==> src/design/lrc_pkg.sv <==
// ---------------------------------------------------------------------------
// lrc_pkg
// Shared types and constants for the LRU result cache table.
// ---------------------------------------------------------------------------
package lrc_pkg;

    localparam int LRC_DEPTH  = 16;
    localparam int CAP_W      = 5;
    localparam int KEY_W      = 64;
    localparam int TID_W      = 32;
    localparam int HND_W      = 32;
    localparam int REQ_W      = 2;
    localparam int REMOVED_W  = 5;
    localparam int IN_DATA_W  = 136;
    localparam int OUT_DATA_W = 40;

    localparam logic [CAP_W-1:0]     CAP_RESET   = 5'd16;
    localparam logic [REMOVED_W-1:0] REMOVED_MAX = 5'd31;

    localparam logic [REQ_W-1:0] REQ_ADD  = 2'd0;
    localparam logic [REQ_W-1:0] REQ_GET  = 2'd1;
    localparam logic [REQ_W-1:0] REQ_DROP = 2'd2;

    // key in the lowest bits
    typedef struct packed {
        logic [HND_W-1:0] handle;
        logic             drp;
        logic [TID_W-1:0] tid;
        logic [KEY_W-1:0] key;
    } entry_t;

    localparam int LRC_ENTRY_W = $bits(entry_t);

    typedef enum logic [3:0] {
        ST_IDLE,
        ST_SCAN_RD,
        ST_SCAN_EX,
        ST_DECIDE,
        ST_UPD_RD,
        ST_UPD_EX,
        ST_MAP,
        ST_FIX_RD,
        ST_FIX_MAP,
        ST_FIX_EX,
        ST_DONE
    } state_t;

endpackage

==> src/design/lrc_ram.sv <==
// ---------------------------------------------------------------------------
// lrc_ram
// Generic single-write, single-read RAM with registered read data.
// ---------------------------------------------------------------------------
module lrc_ram #(
    parameter int WIDTH = lrc_pkg::LRC_ENTRY_W,
    parameter int DEPTH = lrc_pkg::LRC_DEPTH
) (
    input  logic                     clk,
    input  logic                     wr_en,
    input  logic [$clog2(DEPTH)-1:0] wr_addr,
    input  logic [WIDTH-1:0]         wr_data,
    input  logic [$clog2(DEPTH)-1:0] rd_addr,
    output logic [WIDTH-1:0]         rd_data
);

    logic [WIDTH-1:0] mem_reg [DEPTH];
    logic [WIDTH-1:0] rd_data_reg;

    always_ff @(posedge clk)
    begin
        if (wr_en)
        begin
            mem_reg[wr_addr] <= wr_data;
        end
        rd_data_reg <= mem_reg[rd_addr];
    end

    assign rd_data = rd_data_reg;

endmodule

==> src/design/lru_result_cache_table_top.sv <==
// ---------------------------------------------------------------------------
// lru_result_cache_table_top
// Fully associative LRU store of query-result entries: add, get, drop.
// ---------------------------------------------------------------------------
// channel  dir  handshake          payload
// s_       in   s_tvalid/s_tready  tuser: req_type; tdata: key, table, flag, handle
// m_       out  m_tvalid/m_tready  tdata: found, inserted, result_handle, removed_count
// cfg_     in   cfg_valid/cfg_ready cfg_data: capacity
//
// Each request is handled by a sequencer sweeping the slots through one compare
// unit. Add hit, get miss and unused codes take the scan pass only. Add miss and
// get hit add a recency update pass; drop adds a map pass and a fix pass when any
// entry goes. Slot payload and recency ranks sit in RAMs with registered reads.
// After reset the store is empty and capacity is 16. A stalled result is held
// in the output register; the next request is accepted, but its result waits
// in the last state until the held one has been taken.
// ---------------------------------------------------------------------------
module lru_result_cache_table_top #(
    parameter int DEPTH = lrc_pkg::LRC_DEPTH
) (
    input  logic                             clk,
    input  logic                             rst_n,
    input  logic                             s_tvalid,
    output logic                             s_tready,
    // [63:0] entry_key, [95:64] table_id, [96] droppable, [128:97] content_handle
    input  logic [lrc_pkg::IN_DATA_W-1:0]    s_tdata,
    // [1:0] req_type
    input  logic [lrc_pkg::REQ_W-1:0]        s_tuser,
    output logic                             m_tvalid,
    input  logic                             m_tready,
    // [0] found, [1] inserted, [33:2] result_handle, [38:34] removed_count
    output logic [lrc_pkg::OUT_DATA_W-1:0]   m_tdata,
    input  logic                             cfg_valid,
    output logic                             cfg_ready,
    input  logic [lrc_pkg::CAP_W-1:0]        cfg_data
);

    localparam int IDX_W = $clog2(DEPTH);
    localparam int CNT_W = $clog2(DEPTH + 1);
    localparam int CW    = (CNT_W > lrc_pkg::CAP_W) ? CNT_W : lrc_pkg::CAP_W;
    localparam logic [IDX_W-1:0] IDX_LAST  = IDX_W'(DEPTH - 1);
    localparam logic [CW-1:0]    CAP_DEPTH = CW'(DEPTH);
    localparam logic [CW-1:0]    CAP_ONE   = CW'(1);

    lrc_pkg::state_t state_reg;
    lrc_pkg::state_t state_next;

    logic [IDX_W-1:0]            idx_reg;
    logic [DEPTH-1:0]            valid_reg;
    logic [CNT_W-1:0]            count_reg;
    logic [lrc_pkg::CAP_W-1:0]   capacity_reg;
    logic [DEPTH-1:0]            kill_reg;
    logic [DEPTH-1:0]            kill_rank_reg;
    logic [CNT_W-1:0]            n_reg;
    logic [CNT_W-1:0]            cum_reg;
    logic                        hit_reg;
    logic                        victim_have_reg;
    logic                        free_have_reg;
    logic                        m_tvalid_reg;

    logic [IDX_W-1:0]            slot_reg;
    logic [IDX_W-1:0]            victim_reg;
    logic [IDX_W-1:0]            free_reg;
    logic [IDX_W-1:0]            best_reg;
    logic [IDX_W-1:0]            hit_rank_reg;
    logic [lrc_pkg::HND_W-1:0]   hit_handle_reg;
    logic [lrc_pkg::REQ_W-1:0]   req_reg;
    lrc_pkg::entry_t             in_reg;
    logic                        res_found_reg;
    logic                        res_inserted_reg;
    logic [lrc_pkg::HND_W-1:0]   res_handle_reg;
    logic [lrc_pkg::REMOVED_W-1:0] res_removed_reg;
    logic [lrc_pkg::OUT_DATA_W-1:0] m_tdata_reg;

    lrc_pkg::entry_t             ent_rd_data;
    logic                        ent_wr_en;
    logic [IDX_W-1:0]            rank_rd_data;
    logic [IDX_W-1:0]            rank_wr_data;
    logic                        rank_wr_en;
    logic [IDX_W-1:0]            map_rd_data;
    logic [IDX_W-1:0]            map_wr_data;
    logic                        map_wr_en;

    logic                        s_accept;
    logic                        idx_last;
    logic                        out_free;
    logic                        slot_valid;
    logic                        key_eq;
    logic                        tid_kill;
    logic                        full;
    logic [CW-1:0]               cap_ext;
    logic [CW-1:0]               cap_eff;
    logic [CW-1:0]               n_ext;

    assign s_accept   = s_tvalid && s_tready;
    assign idx_last   = (idx_reg == IDX_LAST);
    assign out_free   = !m_tvalid_reg || m_tready;
    assign slot_valid = valid_reg[idx_reg];

    // shared compare unit
    assign key_eq   = slot_valid && (ent_rd_data.key == in_reg.key);
    assign tid_kill = slot_valid && ent_rd_data.drp && (ent_rd_data.tid == in_reg.tid);

    assign cap_ext = CW'(capacity_reg);
    always_comb
    begin
        if (cap_ext == '0)
        begin
            cap_eff = CAP_ONE;
        end
        else if (cap_ext > CAP_DEPTH)
        begin
            cap_eff = CAP_DEPTH;
        end
        else
        begin
            cap_eff = cap_ext;
        end
    end
    assign full  = (CW'(count_reg) >= cap_eff) && (count_reg != '0);
    assign n_ext = CW'(n_reg);

    lrc_ram #(
        .WIDTH(lrc_pkg::LRC_ENTRY_W),
        .DEPTH(DEPTH)
    ) u_entry_ram (
        .clk    (clk),
        .wr_en  (ent_wr_en),
        .wr_addr(idx_reg),
        .wr_data(in_reg),
        .rd_addr(idx_reg),
        .rd_data(ent_rd_data)
    );

    lrc_ram #(
        .WIDTH(IDX_W),
        .DEPTH(DEPTH)
    ) u_rank_ram (
        .clk    (clk),
        .wr_en  (rank_wr_en),
        .wr_addr(idx_reg),
        .wr_data(rank_wr_data),
        .rd_addr(idx_reg),
        .rd_data(rank_rd_data)
    );

    lrc_ram #(
        .WIDTH(IDX_W),
        .DEPTH(DEPTH)
    ) u_remap_ram (
        .clk    (clk),
        .wr_en  (map_wr_en),
        .wr_addr(idx_reg),
        .wr_data(map_wr_data),
        .rd_addr(rank_rd_data),
        .rd_data(map_rd_data)
    );

    always_comb
    begin
        state_next = state_reg;
        case (state_reg)
            lrc_pkg::ST_IDLE:
            begin
                if (s_tvalid)
                begin
                    state_next = lrc_pkg::ST_SCAN_RD;
                end
            end
            lrc_pkg::ST_SCAN_RD:
            begin
                state_next = lrc_pkg::ST_SCAN_EX;
            end
            lrc_pkg::ST_SCAN_EX:
            begin
                state_next = idx_last ? lrc_pkg::ST_DECIDE : lrc_pkg::ST_SCAN_RD;
            end
            lrc_pkg::ST_DECIDE:
            begin
                case (req_reg)
                    lrc_pkg::REQ_ADD:
                    begin
                        state_next = hit_reg ? lrc_pkg::ST_DONE : lrc_pkg::ST_UPD_RD;
                    end
                    lrc_pkg::REQ_GET:
                    begin
                        state_next = hit_reg ? lrc_pkg::ST_UPD_RD : lrc_pkg::ST_DONE;
                    end
                    lrc_pkg::REQ_DROP:
                    begin
                        state_next = (n_reg == '0) ? lrc_pkg::ST_DONE : lrc_pkg::ST_MAP;
                    end
                    default:
                    begin
                        state_next = lrc_pkg::ST_DONE;
                    end
                endcase
            end
            lrc_pkg::ST_UPD_RD:
            begin
                state_next = lrc_pkg::ST_UPD_EX;
            end
            lrc_pkg::ST_UPD_EX:
            begin
                state_next = idx_last ? lrc_pkg::ST_DONE : lrc_pkg::ST_UPD_RD;
            end
            lrc_pkg::ST_MAP:
            begin
                state_next = idx_last ? lrc_pkg::ST_FIX_RD : lrc_pkg::ST_MAP;
            end
            lrc_pkg::ST_FIX_RD:
            begin
                state_next = lrc_pkg::ST_FIX_MAP;
            end
            lrc_pkg::ST_FIX_MAP:
            begin
                state_next = lrc_pkg::ST_FIX_EX;
            end
            lrc_pkg::ST_FIX_EX:
            begin
                state_next = idx_last ? lrc_pkg::ST_DONE : lrc_pkg::ST_FIX_RD;
            end
            lrc_pkg::ST_DONE:
            begin
                if (out_free)
                begin
                    state_next = lrc_pkg::ST_IDLE;
                end
            end
            default:
            begin
                state_next = lrc_pkg::ST_IDLE;
            end
        endcase
    end

    always_comb
    begin
        s_tready     = (state_reg == lrc_pkg::ST_IDLE);
        cfg_ready    = 1'b1;
        ent_wr_en    = 1'b0;
        rank_wr_en   = 1'b0;
        rank_wr_data = '0;
        map_wr_en    = 1'b0;
        map_wr_data  = IDX_W'(CNT_W'(idx_reg) - cum_reg);
        case (state_reg)
            lrc_pkg::ST_UPD_EX:
            begin
                if (idx_reg == slot_reg)
                begin
                    rank_wr_en = 1'b1;
                    ent_wr_en  = (req_reg == lrc_pkg::REQ_ADD);
                end
                else if (slot_valid && ((req_reg == lrc_pkg::REQ_ADD)
                                        || (rank_rd_data < hit_rank_reg)))
                begin
                    rank_wr_en   = 1'b1;
                    rank_wr_data = rank_rd_data + 1'b1;
                end
            end
            lrc_pkg::ST_MAP:
            begin
                map_wr_en = 1'b1;
            end
            lrc_pkg::ST_FIX_EX:
            begin
                rank_wr_en   = slot_valid;
                rank_wr_data = map_rd_data;
            end
            default:
            begin
                rank_wr_en = 1'b0;
            end
        endcase
    end

    always_ff @(posedge clk or negedge rst_n)
    begin
        if (!rst_n)
        begin
            state_reg       <= lrc_pkg::ST_IDLE;
            idx_reg         <= '0;
            valid_reg       <= '0;
            count_reg       <= '0;
            capacity_reg    <= lrc_pkg::CAP_RESET;
            kill_reg        <= '0;
            kill_rank_reg   <= '0;
            n_reg           <= '0;
            cum_reg         <= '0;
            hit_reg         <= 1'b0;
            victim_have_reg <= 1'b0;
            free_have_reg   <= 1'b0;
            m_tvalid_reg    <= 1'b0;
        end
        else
        begin
            state_reg <= state_next;
            if (cfg_valid && cfg_ready)
            begin
                capacity_reg <= cfg_data;
            end
            if ((state_reg == lrc_pkg::ST_DONE) && out_free)
            begin
                m_tvalid_reg <= 1'b1;
            end
            else if (m_tready)
            begin
                m_tvalid_reg <= 1'b0;
            end
            case (state_reg)
                lrc_pkg::ST_IDLE:
                begin
                    if (s_accept)
                    begin
                        idx_reg         <= '0;
                        kill_reg        <= '0;
                        kill_rank_reg   <= '0;
                        n_reg           <= '0;
                        cum_reg         <= '0;
                        hit_reg         <= 1'b0;
                        victim_have_reg <= 1'b0;
                        free_have_reg   <= 1'b0;
                    end
                end
                lrc_pkg::ST_SCAN_EX:
                begin
                    idx_reg <= idx_last ? '0 : idx_reg + 1'b1;
                    if (req_reg == lrc_pkg::REQ_DROP)
                    begin
                        if (tid_kill)
                        begin
                            kill_reg[idx_reg]           <= 1'b1;
                            kill_rank_reg[rank_rd_data] <= 1'b1;
                            n_reg                       <= n_reg + 1'b1;
                        end
                    end
                    else
                    begin
                        if (key_eq)
                        begin
                            hit_reg <= 1'b1;
                        end
                        if (slot_valid && (!victim_have_reg || (rank_rd_data > best_reg)))
                        begin
                            victim_have_reg <= 1'b1;
                        end
                        if (!slot_valid)
                        begin
                            free_have_reg <= 1'b1;
                        end
                    end
                end
                lrc_pkg::ST_DECIDE:
                begin
                    if ((req_reg == lrc_pkg::REQ_ADD) && !hit_reg && !full)
                    begin
                        count_reg <= count_reg + 1'b1;
                    end
                    if (req_reg == lrc_pkg::REQ_DROP)
                    begin
                        valid_reg <= valid_reg & ~kill_reg;
                        count_reg <= count_reg - n_reg;
                    end
                end
                lrc_pkg::ST_UPD_EX:
                begin
                    idx_reg <= idx_last ? '0 : idx_reg + 1'b1;
                    if ((req_reg == lrc_pkg::REQ_ADD) && (idx_reg == slot_reg))
                    begin
                        valid_reg[idx_reg] <= 1'b1;
                    end
                end
                lrc_pkg::ST_MAP:
                begin
                    idx_reg <= idx_last ? '0 : idx_reg + 1'b1;
                    if (kill_rank_reg[idx_reg])
                    begin
                        cum_reg <= cum_reg + 1'b1;
                    end
                end
                lrc_pkg::ST_FIX_EX:
                begin
                    idx_reg <= idx_last ? '0 : idx_reg + 1'b1;
                end
                default:
                begin
                    idx_reg <= idx_reg;
                end
            endcase
        end
    end

    always_ff @(posedge clk)
    begin
        case (state_reg)
            lrc_pkg::ST_IDLE:
            begin
                if (s_accept)
                begin
                    req_reg          <= s_tuser;
                    in_reg           <= lrc_pkg::entry_t'(s_tdata[lrc_pkg::LRC_ENTRY_W-1:0]);
                    res_found_reg    <= 1'b0;
                    res_inserted_reg <= 1'b0;
                    res_handle_reg   <= '0;
                    res_removed_reg  <= '0;
                end
            end
            lrc_pkg::ST_SCAN_EX:
            begin
                if (key_eq && !hit_reg)
                begin
                    slot_reg       <= idx_reg;
                    hit_rank_reg   <= rank_rd_data;
                    hit_handle_reg <= ent_rd_data.handle;
                end
                if (slot_valid && (!victim_have_reg || (rank_rd_data > best_reg)))
                begin
                    victim_reg <= idx_reg;
                    best_reg   <= rank_rd_data;
                end
                if (!slot_valid && !free_have_reg)
                begin
                    free_reg <= idx_reg;
                end
            end
            lrc_pkg::ST_DECIDE:
            begin
                case (req_reg)
                    lrc_pkg::REQ_ADD:
                    begin
                        if (hit_reg)
                        begin
                            res_found_reg  <= 1'b1;
                            res_handle_reg <= hit_handle_reg;
                        end
                        else
                        begin
                            slot_reg         <= full ? victim_reg : free_reg;
                            res_inserted_reg <= 1'b1;
                        end
                    end
                    lrc_pkg::REQ_GET:
                    begin
                        if (hit_reg)
                        begin
                            res_found_reg  <= 1'b1;
                            res_handle_reg <= hit_handle_reg;
                        end
                    end
                    lrc_pkg::REQ_DROP:
                    begin
                        res_removed_reg <= (n_ext > CW'(lrc_pkg::REMOVED_MAX))
                                           ? lrc_pkg::REMOVED_MAX
                                           : n_ext[lrc_pkg::REMOVED_W-1:0];
                    end
                    default:
                    begin
                        res_found_reg <= 1'b0;
                    end
                endcase
            end
            lrc_pkg::ST_DONE:
            begin
                if (out_free)
                begin
                    m_tdata_reg <= {1'b0, res_removed_reg, res_handle_reg,
                                    res_inserted_reg, res_found_reg};
                end
            end
            default:
            begin
                slot_reg <= slot_reg;
            end
        endcase
    end

    assign m_tvalid = m_tvalid_reg;
    assign m_tdata  = m_tdata_reg;

    a_count_matches_valid: assert property (@(posedge clk) disable iff (!rst_n)
        (state_reg == lrc_pkg::ST_IDLE) |-> ($countones(valid_reg) == count_reg))
        else $error("entry count out of step with valid bits");

    a_count_bound: assert property (@(posedge clk) disable iff (!rst_n)
        CW'(count_reg) <= CAP_DEPTH)
        else $error("entry count above depth");

    a_kill_ranks_distinct: assert property (@(posedge clk) disable iff (!rst_n)
        (state_reg == lrc_pkg::ST_MAP)
        |-> ($countones(kill_rank_reg) == $countones(kill_reg)))
        else $error("removed entries share a recency rank");

    a_update_only_add_get: assert property (@(posedge clk) disable iff (!rst_n)
        (state_reg == lrc_pkg::ST_UPD_RD)
        |-> ((req_reg == lrc_pkg::REQ_ADD) || (req_reg == lrc_pkg::REQ_GET)))
        else $error("recency update pass on a drop or unused request");

endmodule

==> config.mk <==
export PLATFORM = sky130hd
export DESIGN_NAME = lru_result_cache_table_top
export DESIGN_NICKNAME = d
export VERILOG_FILES = /design/src/design/lrc_pkg.sv /design/src/design/lrc_ram.sv /design/src/design/lru_result_cache_table_top.sv
export SDC_FILE = /design/constraint.sdc
export NUM_CORES = 2
export LEC_CHECK = 0
export ABC_AREA = 1
export BUFFER_PORTS_ARGS = -buffer_cell sky130_fd_sc_hd__clkbuf_2
export CORE_MARGIN = 3
export CORE_UTILIZATION = 45
export DETAILED_ROUTE_END_ITERATION = 10
export PLACE_DENSITY = 0.59
export SYNTH_ARGS = -nofsm -noshare
export SYNTH_HDL_FRONTEND = slang
export SYNTH_SLANG_ARGS = --single-unit
==> constraint.sdc <==
create_clock -name clk -period 18.6 [get_ports clk]
set_input_delay 1.86 -clock clk [delete_from_list [all_inputs] [get_ports clk]]
set_output_delay 1.86 -clock clk [all_outputs]
set_load 0.005 [all_outputs]
Yosys cells after proc, flatten, opt, wreduce, memory -nomap -nowiden
Memories as Yosys holds them, arrays and structs flattened. A register that Yosys moved wholly into a read port is not among the register bits. Cells that the tools add are included.

Flip-flop bits (word level): 341. Bits in writable memories: 2192. Input bits: 148. Output and inout bits: 43. Memories kept: 3.

Memory list: u_entry_ram.mem_reg (words 16, bits a word 129, read ports 1, clocked after Yosys merged registers in 1, wr ports 1, RTL line lrc_ram.sv:17) `logic [WIDTH-1:0] mem_reg [DEPTH];`; u_rank_ram.mem_reg (words 16, bits a word 4, read ports 1, clocked after Yosys merged registers in 1, wr ports 1, RTL line lrc_ram.sv:17); u_remap_ram.mem_reg (words 16, bits a word 4, read ports 1, clocked after Yosys merged registers in 1, wr ports 1, RTL line lrc_ram.sv:17).

Add/subtract/negate cells: 7. $lt $le $gt $ge: 9. Eq/ne operators: 35. Multiplexer cells: 87. Bitwise logic cells: 5. Reduce and logical (&&, ||, !) cells: 58.

Operator list (count): two-way mux 16 bit (7); two-way mux 32 bit (3); case mux 16 bit (2 select lines) (3); == test 64 bit (1); case mux 32 bit (2 select lines) (1); two-way mux 4 bit (15); two-way mux 5 bit (10); bitwise OR 16 bit (3); case mux 4 bit (11 select lines) (1); != test 2 bit, second input constant (17); == test 32 bit (1); AND reduction 4 bit (8); case mux 5 bit (2 select lines) (3); two-way mux 1 bit (28); case mux 4 bit (2 select lines) (3); bitwise AND 16 bit (1); == test 4 x 3 -> 1 bit, second input constant (4); == test 4 bit, second input constant (4); inverter 16 bit (1); AND reduction 2 bit (8); nonzero test 2 bit (8); adder 5 x 1 -> 5 bit, second input constant (3); logical AND 1 bit (15); case mux 1 bit (2 select lines) (7); other kinds (29) (46).

Logic depth before layout (Yosys ltp)
Depth in word-level cells: 9. Gate-level depth with buffers: 14. Gate-level depth less buffers: 14.

By module
From an unflattened synthesis, not the netlist that was laid out.

Cells, all modules: 9855. Area total of the unflattened synthesis: 109443.7 um2.

By module, submodules not included: lrc_ram at u_entry_ram (instances 1, cells each 7852, area an instance 88316.0 um2, sequential area each 64561.9 um2); lru_result_cache_table_top (instances 1, cells each 1423, area an instance 15194.6 um2, sequential area each 9815.7 um2); lrc_ram at u_rank_ram ... (instances 2, cells each 290, area an instance 2966.6 um2, sequential area each 2001.9 um2).

Worst setup path after synthesis
OpenSTA, ideal clock, no wires.

Kind: input port to flip-flop. From: input port s_tvalid. To: register res_found_reg (enable). Library setup time: 311 ps. Data arrival time: 8536 ps. Required time: 18289 ps. Path slack: 9753 ps. Stages: 6. Buffers on the path: 2. Path through: inv_1 -> nor2_1 -> inv_2 -> buf_6 -> buf_2 -> a22oi_1.

Longest elaborated chain between the ends: 3.

RTL lines: start: declaration (RTL line lru_result_cache_table_top.sv:23) `input logic s_tvalid,`; logical AND 1 bit (RTL line lru_result_cache_table_top.sv:95) `assign s_accept = s_tvalid && s_tready;`; != test 2 x 1 -> 1 bit (no source line); AND reduction 4 bit (no source line); end signal: assignment (RTL line lru_result_cache_table_top.sv:402) `res_found_reg <= 1'b0;`; end signal: assignment (RTL line lru_result_cache_table_top.sv:433) `res_found_reg <= 1'b1;`; end signal: assignment (RTL line lru_result_cache_table_top.sv:446) `res_found_reg <= 1'b1;`; end: declaration (RTL line lru_result_cache_table_top.sv:69) `logic res_found_reg;`.

Every way passes these cells. A chain may end at the register's enable or synchronous reset.

Worst setup path in the final report
From: register idx_reg[0]. To: memory u_entry_ram.mem_reg[2][96] in the netlist's numbering (enable).

Longest elaborated chain between the ends: 5.

RTL lines: start: declaration (RTL line lru_result_cache_table_top.sv:48) `logic [IDX_W-1:0] idx_reg;`; start signal: assignment (RTL line lru_result_cache_table_top.sv:327) `idx_reg <= idx_last ? '0 : idx_reg + 1'b1;`; start signal: assignment (RTL line lru_result_cache_table_top.sv:367) `idx_reg <= idx_last ? '0 : idx_reg + 1'b1;`; start signal: assignment (RTL line lru_result_cache_table_top.sv:375) `idx_reg <= idx_last ? '0 : idx_reg + 1'b1;`; == test 4 bit (RTL line lru_result_cache_table_top.sv:249) `if (idx_reg == slot_reg)`; two-way mux 1 bit (RTL line lru_result_cache_table_top.sv:249); two-way mux 1 bit (RTL line lru_result_cache_table_top.sv:246) `case (state_reg)`; two-way mux 1 bit (RTL line lrc_ram.sv:22) `if (wr_en)`; two-way mux 1 bit (implied by the code) (RTL line lrc_ram.sv:24) `mem_reg[wr_addr] <= wr_data;`; end: declaration (RTL line lrc_ram.sv:17).

Several ways; a longest one is shown, not always the timed one.

==> run summary <==
The tools report the internal power of the cells as 11.4 mW. After synthesis, the netlist uses 45 different library cells. The number of levels in the clock H-tree came out at 5. Once the floorplan was initialized, standard cells occupied 45.3% of the core. In the final routed layout, each cell accounts on average for 23.5 µm. In this run the core area contains 174 standard-cell rows. Routed metal-1 wirelength: 113000 µm. The global router's overall resource usage is 21.9%, and the worst clock skew on the final layout is 0.0721 ns. The run gives 0 as the global route total overflow.

The commonest register cell after synthesis was sky130_fd_sc_hd__edfxtp_1. The worst setup path startpoint was idx_reg[0]$_DFFE_PN0P_. The number of nets produced by synthesis was 7824; the number of buffers and inverters on the critical path was 4. Pin placement for this block handled 191 I/O pins.

The post-synthesis sequential element count came out at 2669. The tools report the area enclosed by the die boundary as 232000 µm². The run finished with clean final reports.

The sort of element at the start of the critical path was a register. The cell family contributing the most delay on the critical path is buffers and inverters. The tools report the start point of the worst min-delay path as u_entry_ram.rd_data[127]$_DFF_P_.

The maximum number of pins on one net before global-route repair is 225, and the clock power share is 32.8%. After Yosys synthesis, XOR and XNOR cells account for 0.808% of the synthesized area. At the worst endpoint, the required time is 19.13 ns. The fraction of synthesized cell area taken by the top area cell type works out to 72.3%.

The die is 482 µm tall. TritonCTS built the clock tree. The count of vias placed by the detailed router is 62100. Uppermost layer routed: met5. For the final cell count without fillers, the log shows 11000. Once layout is done, the placed cells without fillers occupy 114000 µm². Cells with a size suffix above 1 make up 9.35% of the layout. The path class of the lowest-slack min-delay path was register to register. The worst path setup slack after routing was 11.55 ns. Setup slack at placement: 11.46 ns. The run gives 22.0% as the relative contribution of combinational cells to total power. Of the total synthesized cell area, the portion taken by full adders, half adders and majority gates is 0.420%. Net switching is 31.3% of the power. For the finished layout, the period the worst path requires is 7.05 ns.

In this run the tightest slew margin relative to its limit is 16.7%. The first routing iteration left 5565 violations. The analysis attributes to net switching a power of 5.20 mW. Data arrives at the worst endpoint at 7.58 ns.

The synthesized design contains 2453 enable-type register cells. The fraction of the mapped netlist area in compound gates is 9.52%, and the maximum fanout encountered on the critical timing path is 90. For the final number of hold-violating endpoints, the log shows 0. By instance count, the leading cell after synthesis is sky130_fd_sc_hd__edfxtp_1. At the later pin of the worst-skew pair, clock insertion delay measures 0.92 ns. The final critical path takes up 37.9% of the cycle. Overall die width: 482 µm. The maximum operating frequency was 0.142 GHz.

Cell at the root of the clock tree: sky130_fd_sc_hd__clkbuf_16. The residual antenna-violating net count after detailed routing was 0. After synthesis, the largest family of logic cells by area is compound AO/OA/AOI/OAI gates. At the end of routability-driven placement, the weighted congestion stood at 0.778.

After Yosys synthesis, and, or, nand and nor cells account for 9.49% of the synthesized area. For the final HPWL from detailed placement, the log shows 121000 µm. The first TritonRoute pass finished after 5 iterations. The first-pass GRT wire length was 383000 µm; the hold buffer count at cts was 0. Across the whole layout, storage elements account for 78400 µm².

The post-synthesis area per instance was 13.3 µm²; the number of buffers inserted by port buffering was 181. The count of clock tree sinks was 2669. The register with the most flip-flops in the layout has 2064 of them. In the final layout, the multi-input gates occupy 20800 µm². The met2 wire length came out at 121000 µm. The run gives 0 ns as the setup TNS after final layout. Max-cap violations in this run came to 0. The highest cell delay on the worst timing path is 1.26 ns. Setup repair after global routing left no endpoint under its margin. The growth of design area from synthesis to finish works out to 12.4%.

The post-synthesis instance area was 102000 µm². The run gives 60300 as the via count of the first global-routing pass. Sequential cells account for 45.2% of the total power. The worst ir drop on vdd was 122 µV; the number of resized instances in the post-cts repair step was 0.

The tools report the maximum number of buffers from clock root to sink as 4. The critical path goes through buf_4, xor2_1, nor2_1, and2_1, nand3_2, nor2_4, buf_4, buf_4, buf_4. The total CTS buffers was 297; the synthesized instance count was 7643. The analysis attributes to cell leakage a power of 38.3 nW. After detailed routing, the number of remaining DRC violations is 0. The initial antenna violation count is 9, and the total core area is 225000 µm². The number of max-slew violations in the final report was 0; the final setup violation count was 0.

Cell accounting for the most synthesized area: sky130_fd_sc_hd__edfxtp_1. For this run, asynchronously set or reset flops after synthesis account for 2.96%. Using the TritonRoute via totals, the vias-per-cell ratio works out to 5.66. Cell with the largest stage delay on the worst path: sky130_fd_sc_hd__nor2_4.

For this run, the post-layout net count is 7930. The routed wire length was 258000 µm. After synthesis, the cell types taking the most area are sky130_fd_sc_hd__edfxtp_1 (72%), sky130_fd_sc_hd__o21ai_0 (5.7%), sky130_fd_sc_hd__nor2_1 (4.8%), sky130_fd_sc_hd__o22ai_1 (3.4%), sky130_fd_sc_hd__nand2_1 (3.1%).

The share of synthesized area spent on multiplexers is 0%, and the clock-pin slew on the worst setup and hold paths is 0.06 ns. The total power divided by cell area came out at 145 nW/µm². Sequential elements use 76.9% of the synthesized area. The area after detailed placement came out at 105000 µm².

Launch point of the worst reg-to-reg path: idx_reg[0]$_DFFE_PN0P_. The tools report the capturing element type of the critical path as a register. The critical path is of the register to register type. Yosys printed 0 warnings.

By instance count, the cell type seen most on the critical path is sky130_fd_sc_hd__buf_4. The number of placed instances, taps included, is 10400. Ranked by instance count, the synthesized netlist is headed by sky130_fd_sc_hd__edfxtp_1 (2453), sky130_fd_sc_hd__nor2_1 (1314), sky130_fd_sc_hd__o21ai_0 (1163), sky130_fd_sc_hd__nand2_1 (828), sky130_fd_sc_hd__o22ai_1 (551). Counting the fill cells in the layout gives 19000. The actual transition at the worst max-transition pin is 1.25 ns. The run gives 50.9% as the share of the core filled with cells. Post-CTS timing repair inserted 0 buffers for setup. The routed design uses 17100 µm of met3 wire.
placed cells by master, fill, tap and decap left out, types with 4 or more instances in the layout:
cell type                    instances
sky130_fd_sc_hd__nor2_1           1295
sky130_fd_sc_hd__buf_4              77
sky130_fd_sc_hd__xnor2_1            38
sky130_fd_sc_hd__nand2_2             5
sky130_fd_sc_hd__bufinv_16           6
sky130_fd_sc_hd__buf_12             12
sky130_fd_sc_hd__o21ai_1             5
sky130_fd_sc_hd__o31ai_1             7
sky130_fd_sc_hd__dfrtp_1            76
sky130_fd_sc_hd__nor2_4             24
sky130_fd_sc_hd__clkbuf_16         306
sky130_fd_sc_hd__inv_6               6
sky130_fd_sc_hd__o21ai_0          1163
sky130_fd_sc_hd__clkbuf_2          180
sky130_fd_sc_hd__nand4_1           155
sky130_fd_sc_hd__inv_2               9
sky130_fd_sc_hd__clkinv_2           39
sky130_fd_sc_hd__clkinvlp_4          5
sky130_fd_sc_hd__ha_1               31
sky130_fd_sc_hd__edfxtp_1         2453
sky130_fd_sc_hd__xor2_1             56
sky130_fd_sc_hd__clkbuf_8           28
sky130_fd_sc_hd__nand3_2            31
sky130_fd_sc_hd__dfxtp_1           137
sky130_fd_sc_hd__diode_2             5
sky130_fd_sc_hd__nor3_1              4
sky130_fd_sc_hd__inv_1             197
sky130_fd_sc_hd__o22ai_1           551
sky130_fd_sc_hd__clkbuf_1           91
sky130_fd_sc_hd__a21oi_1            49
sky130_fd_sc_hd__nand3_1            33
sky130_fd_sc_hd__nand2_1           828
sky130_fd_sc_hd__clkinv_1           36
layer usage:
metal | track usage, % | up-vias
li1 | - | 28100
met1 | 30.7 | 31400
met2 | 35.4 | 2164
met3 | 3.38 | 456
met4 | 6.42 | 4
met5 | 0 | -
kinds of logic (layout without fill, tap and decap cells):
| kind of cell | Yosys count | count (layout) |
|---|---|---|
| other | 2 | 7 |
| AND/OR/NAND/NOR | 2384 | 2384 |
| adder cells (fa/ha/maj) | 33 | 33 |
| AO/OA/AOI/OAI | 1789 | 1789 |
| buffers and inverters | 672 | 999 |
| flip-flops | 2669 | 2669 |
| XOR/XNOR | 94 | 94 |
path summary, 6_finish.rpt:
| check | endpoint | slack, ns | cells past startpoint |
|---|---|---|---|
| max in group asynchronous | idx_reg[0]$_DFFE_PN0P_ | 16.59 | 2 |
| min in group asynchronous | cap_ext[2]$_DFFE_PN0P_ | 0.91 | 1 |
| worst max register to register | u_entry_ram.mem_reg[2][96]$_DFFE_PP_ | 11.55 | 9 |
| worst max-delay path | u_entry_ram.mem_reg[2][96]$_DFFE_PP_ | 11.55 | 9 |
| worst min register to register | hit_handle_reg[30]$_DFFE_PP_ | 0.40 | 0 |
| worst min-delay path | hit_handle_reg[30]$_DFFE_PP_ | 0.40 | 0 |
through the flow:
step / power, mW / hold slack (ns)
finish: 16.6 / 0.402
global route: 17.5 / 0.409
CTS: 16.8 / 0.402
global placement: 11.2 / 0.389
detailed placement: 11.3 / 0.391
floorplan: 10.1 / 0.386
area by class of cell:
class,count,area share [%]
multi-input cells,4302,18.1
clock inverters,95,0.559
well taps,2992,3.27
flip-flops and latches,2669,68.5
repair buffers,269,1.50
clock buffers,425,7.32
diodes,5,0.0109
inverters,210,0.708
power by group through the flow:
stage	clock network [mW]	logic [mW]	registers [mW]
4_1_cts	5.57	3.67	7.52
5_1_grt	5.80	4.10	7.57
3_3_place_gp	0	3.60	7.62
3_5_place_dp	0	3.65	7.64
6_report	5.46	3.66	7.51
2_1_floorplan	0	2.67	7.48
Note: power is estimated with default switching activity, not from simulation.
